[config.mk]
export PLATFORM = sky130hd
export DESIGN_NAME = rzs_sermul
export DESIGN_NICKNAME = d
export VERILOG_FILES = /design/src/hw/rtl/rzs_sermul.sv
export SDC_FILE = /design/constraint.sdc
export NUM_CORES = 1
export LEC_CHECK = 0
export BUFFER_PORTS_ARGS = -buffer_cell sky130_fd_sc_hd__buf_2
export CORE_UTILIZATION = 45
export CTS_CLUSTER_SIZE = 28
export DETAILED_ROUTE_END_ITERATION = 10
export PLACE_DENSITY = 0.78
export SYNTH_ARGS = -nofsm -noshare
export SYNTH_HDL_FRONTEND = slang
export SYNTH_SLANG_ARGS = --single-unit
[constraint.sdc]
create_clock -name clock -period 1.8 [get_ports clock]
set_input_delay 0 -clock clock [delete_from_list [all_inputs] [get_ports clock]]
set_output_delay 0 -clock clock [all_outputs]
set_load 0.05 [all_outputs]
[src/hw/rtl/rzs_sermul.sv]
// ----------------------------------------------------------------------------
// rzs_sermul - bit-serial unsigned multiplier
// Shift-and-add over the multiplier one bit per cycle.
// ----------------------------------------------------------------------------
module rzs_sermul #(
   parameter int A_W = 8,
   parameter int B_W = 8
) (
   input  logic               clock,
   input  logic               reset,
   input  logic               start,
   input  logic [A_W-1:0]     a,
   input  logic [B_W-1:0]     b,
   output logic               busy,
   output logic [A_W+B_W-1:0] product
);

   localparam int P_W = A_W + B_W;
   localparam int C_W = $clog2(B_W + 1);

   logic [A_W-1:0] a_ff;
   logic [P_W-1:0] p_ff;
   logic [P_W-1:0] p_in;
   logic [A_W:0]   sum_in;
   logic [C_W-1:0] cnt_ff;
   logic           busy_ff;

   // add the multiplicand into the upper half when the low bit is set, then shift
   always_comb begin
      sum_in = {1'b0, p_ff[P_W-1:B_W]} + (p_ff[0] ? {1'b0, a_ff} : '0);
      p_in   = {sum_in, p_ff[B_W-1:1]};
   end

   always_ff @(posedge clock) begin
      if (reset) begin
         busy_ff <= 1'b0;
         cnt_ff  <= '0;
      end else if (start) begin
         busy_ff <= 1'b1;
         cnt_ff  <= C_W'(B_W);
      end else if (busy_ff) begin
         cnt_ff <= cnt_ff - C_W'(1);
         if (cnt_ff == C_W'(1)) begin
            busy_ff <= 1'b0;
         end
      end
   end

   always_ff @(posedge clock) begin
      if (start) begin
         a_ff <= a;
         p_ff <= {A_W'(0), b};
      end else if (busy_ff) begin
         p_ff <= p_in;
      end
   end

   assign busy    = busy_ff;
   assign product = p_ff;

endmodule

==> results by stage <==
GRT:
- The global-route usage over all layers is 0.218.
- The first-pass GRT wire length is 5.52 mm.
- The number of antenna violations at the first check in global routing was 0.
- The via count of the first global-routing pass is 1,300.
- Entering global routing, the biggest net connects 31 pins.
- The aggregate global routing overflow is 0.

Worst setup path:
- In this run the register-to-register setup slack is -0.14 ns.
- The worst register-to-register path ends at product[13].
- The largest individual stage delay along the critical path comes from the cell sky130_fd_sc_hd__edfxtp_1.
- The delay of the slowest cell on the worst path is ~0.5 ns.
- The arrival time at the worst endpoint is 2.17 ns.
- The number of cells on the worst reg-to-reg path is 7.
- The critical path starts at product[0].
- The maximum fanout along the worst path is 7.
- The critical path in this run is classified as reg -> reg.
- The source of the worst register-to-register timing path is product[0].
- The worst setup path is launched from a flip-flop.
- The data required time at the worst endpoint is 2.03 ns.
- The type of destination of the critical path is a flip-flop.
- The signal on the critical path passes through and2_4 -> ha_4 -> fa_2 -> nand3_2 -> a31oi_4 -> o21a_1 -> o32ai_2.

Cells and area:
- At the end of the flow the core is filled with cells to 0.686.
- Once layout is complete, the cells apart from fillers number around 240.
- Fill cells in the final layout number 237.
- The number of diodes is 0.
- The post-route cell area is 2130 sq um.
- The number of nets in the layout is 222.
- The top cell types in the final layout, fill and taps aside, are 35 x sky130_fd_sc_hd__buf_2, 17 x sky130_fd_sc_hd__dlygate4sd3_1, 16 x sky130_fd_sc_hd__edfxtp_1, 13 x sky130_fd_sc_hd__dfxtp_1, 12 x sky130_fd_sc_hd__buf_4.
- Leaving out fill and tap cells, the most frequent cell in the layout is sky130_fd_sc_hd__buf_2.
- The proportion of layout cells with a drive suffix above 1 is 0.435.
- The synthesis-to-layout area growth is 42.7%.

Yosys:
- Summing every instance area after synthesis gives 1490 sq um.
- The post-synthesis net count is 155.
- The proportion of synthesized flip-flops having asynchronous set or reset is 0.
- The mux share of post-synthesis cell area is 0.0847.
- The xor/xnor cell area share of the yosys netlist is 0.0411.
- The adder-cell area share of the yosys netlist is 0.0973.
- The number of enable-type register cells in the synthesized netlist is 16.
- After synthesis, the largest family of logic cells by area is compound AO/OA/AOI/OAI gates.
- A synthesized cell averages 11.9 sq um.
- After synthesis the netlist holds a flip-flop and latch count of 29.
- The share of the Yosys chip area taken by registers is 0.497.
- The number of cells produced by synthesis is around 130.
- Sorting the synthesized cells by area gives the leading types as sky130_fd_sc_hd__edfxtp_1 32%, sky130_fd_sc_hd__dfxtp_1 17%, sky130_fd_sc_hd__ha_1 8.4%, sky130_fd_sc_hd__mux2_2 6.8%, sky130_fd_sc_hd__and2_1 3.4%.
- Of the total synthesized cell area, the portion taken by AND, OR, NAND and NOR gates is 0.111.
- For this run, the number of Yosys warnings is 0.
- The share of synthesized area in the top cell type comes to 0.322.
- The post-synthesis cell type count is 38.
- In the synthesized netlist the dominant register cell turns out to be sky130_fd_sc_hd__edfxtp_1.
- The compound-gate portion of the synthesized area came to 0.143.
- The leading area contributor after synthesis is sky130_fd_sc_hd__edfxtp_1.

Clock network:
- The TritonCTS buffer count is 5.
- The number of buffers on the longest clock path is 2.
- The deepest level of the CTS H-tree is 2.
- Clock tree synthesis found a total of 29 sinks.
- The clock insertion delay at the later pin of the skew report is roughly 0.31 ns.
- The root buffer cell is sky130_fd_sc_hd__clkbuf_4.
- Clock-pin slew was measured on the worst setup and hold paths at 0.09 ns.
- The clock tree from TritonCTS is yes.

STA:
- Measured against its own limit, the worst slew margin works out to 0.615.
- The actual transition at the worst max-transition pin is 0.578 ns.
- The final-report hold violation count came to 0.
- Setup violations remaining at the end of the flow were counted as 5.
- Across all setup checks in the final design, the least slack found is -0.139 ns.
- The maximum operating frequency is around 520 MHz.
- The final critical-path required period is 1.94 ns.
- The number of pins exceeding their max-slew limit in the final report came to 0.
- Setup repair after global routing could not meet its margin everywhere.
- In the finished design, the share of the clock period the worst path needs comes to 1.08.
- The worst clock skew on the final layout is 0.00950 ns.

Routing:
- After detailed routing, the number of vias per cell comes to ~5.1.
- The average wire per standard cell is 14.3 um.
- For this run, design rule violations remaining after detail routing come to 0.
- The iteration-0 DRC count of the detailed router is 55.
- The final routed wirelength across all metal layers is 3.39 mm.
- The number of vias after detailed routing is 1,217.
- The detailed-router iteration count before antenna repair is 4.
- The number of routed nets with antenna violations is 0.

Floorplan:
- The die covers 3550 sq um.
- The region available for standard cell placement spans between 3000 and 4000 sq um.
- The die span in x is 59.6 um.
- In this run the vertical extent of the chip is 59.6 um.
- During I/O placement, the number of pins put on the boundary was 36.
- The number of standard-cell rows in the floorplan is 20.
- For this configuration, the core starts out at a cell density of 0.481.

Min path:
- For hold timing, the worst endpoint is product[8].
- Along the worst hold path, the cell count comes to 2.
- The worst hold path belongs to the class in -> reg.
- The worst hold path begins at start.

Place:
- The detailed placer's ending HPWL is around 2.2 mm.
- The congestion estimate from routability-driven global placement came to 0.790.
- The cell count after placement is 209.
- The total placed instance area is roughly 1800 sq um.
- The count of port buffers added during placement is 35.

Power and ir drop:
- The maximum resistive drop on vdd is 0.000546 V.
- The areal power density over the cells is 806 nW/um^2.
- Summed over all cells, the static leakage comes to approximately 0.86 nW.

Job:
- Max-cap violations in this run came to 0.

Run status:
- The checks that failed: negative setup slack.
- The flow ran to the end, but the final reports show violations.
## worst max-delay path: cells and delay by family (launching register included)
family | cells | cell delay (ns)
adders and majority gates | 2 | 0.51
and+or+nand+nor | 2 | 0.31
DFF | 1 | 0.51
AOI/OAI and AO/OA | 3 | 0.52
## state kept, by name, summed over array words and instances (netlist names)
register  cells
busy          1
cnt_ff        4
a_ff          8
product      16
## routing by layer
metal  vias up  share of wire  global-route usage
li1        589              -                   -
met1       565           0.39               0.227
met2        51           0.53               0.398
met3        12          0.048              0.0568
met4         0          0.029               0.113
met5         -              0                   0
## cell type report
cell class	instances	area, sq um	area share
multi-input cells	87	830	0.390
clock buffers	7	45.0	0.0212
clock inverters	1	3.75	0.00176
flip-flops and latches	29	741	0.348
repair buffers	64	435	0.205
inverters	5	18.8	0.00882
well taps	44	55.1	0.0259
## how the worst max path moves through the flow
| stage | endpoint |
|---|---|
| 2_1_floorplan | product[13] |
| 4_1_cts | product[13] |
| 5_1_grt | product[14] |
| 3_5_place_dp | product[13] |
| 6_report | product[13] |
| 3_3_place_gp | product[13] |
## synth_stat cells, types with 2 or more instances
cell type / instances
sky130_fd_sc_hd__edfxtp_1: 16
sky130_fd_sc_hd__dfxtp_1: 13
sky130_fd_sc_hd__ha_1: 10
sky130_fd_sc_hd__mux2_2: 9
sky130_fd_sc_hd__and2_1: 8
sky130_fd_sc_hd__nor2_1: 8
sky130_fd_sc_hd__nand2_1: 7
sky130_fd_sc_hd__a21oi_1: 6
sky130_fd_sc_hd__inv_1: 5
sky130_fd_sc_hd__xnor2_1: 5
sky130_fd_sc_hd__a211oi_1: 3
sky130_fd_sc_hd__nor3_1: 3
sky130_fd_sc_hd__a211oi_2: 2
sky130_fd_sc_hd__buf_2: 2
sky130_fd_sc_hd__o21ai_0: 2
sky130_fd_sc_hd__o21ai_1: 2
sky130_fd_sc_hd__o21bai_1: 2
sky130_fd_sc_hd__xor2_1: 2
## power by group
group	total, W	leakage, nW	switching, W	internal, W
combinational	0.000552	0.568	0.000312	0.000240
sequential	0.000809	0.266	0.0000446	0.000764
clock	0.000356	0.0269	0.000206	0.000150
## logic make-up (layout without fill, tap and decap cells)
kind of cell	Yosys count	after routing
AOI/OAI and AO/OA	27	27
adders and majority gates	11	11
and+or+nand+nor	31	31
DFF	29	29
muxes	11	11
buffers and inverters	9	77
xor gates and xnor gates	7	7
## stage by stage
| stage | setup TNS (ns) | hold slack, ns | setup WS, ns | power, W |
|---|---|---|---|---|
| after floorplan | -1.08 | 0.0724 | -0.264 | 0.00115 |
| after global placement | -0.238 | 0.177 | -0.0677 | 0.00127 |
| after detailed placement | -0.573 | 0.178 | -0.185 | 0.00129 |
| after CTS | -0.332 | 0.159 | -0.121 | 0.00172 |
| after global routing | -1.07 | 0.200 | -0.224 | 0.00181 |
| final | -0.447 | 0.172 | -0.139 | 0.00172 |
## what timing repair did
| action | 4_1_cts | 5_1_grt |
|---|---|---|
| gates resized for setup | 7 | 3 |
| buffers inserted | 3 | 0 |
| hold buffers | 17 | 0 |
| endpoints found under the hold margin | 21 | 0 |
| pin swaps | 5 | 4 |
| setup endpoints to repair | 7 | 7 |
No activity file was read; power rests on OpenSTA's default activity.
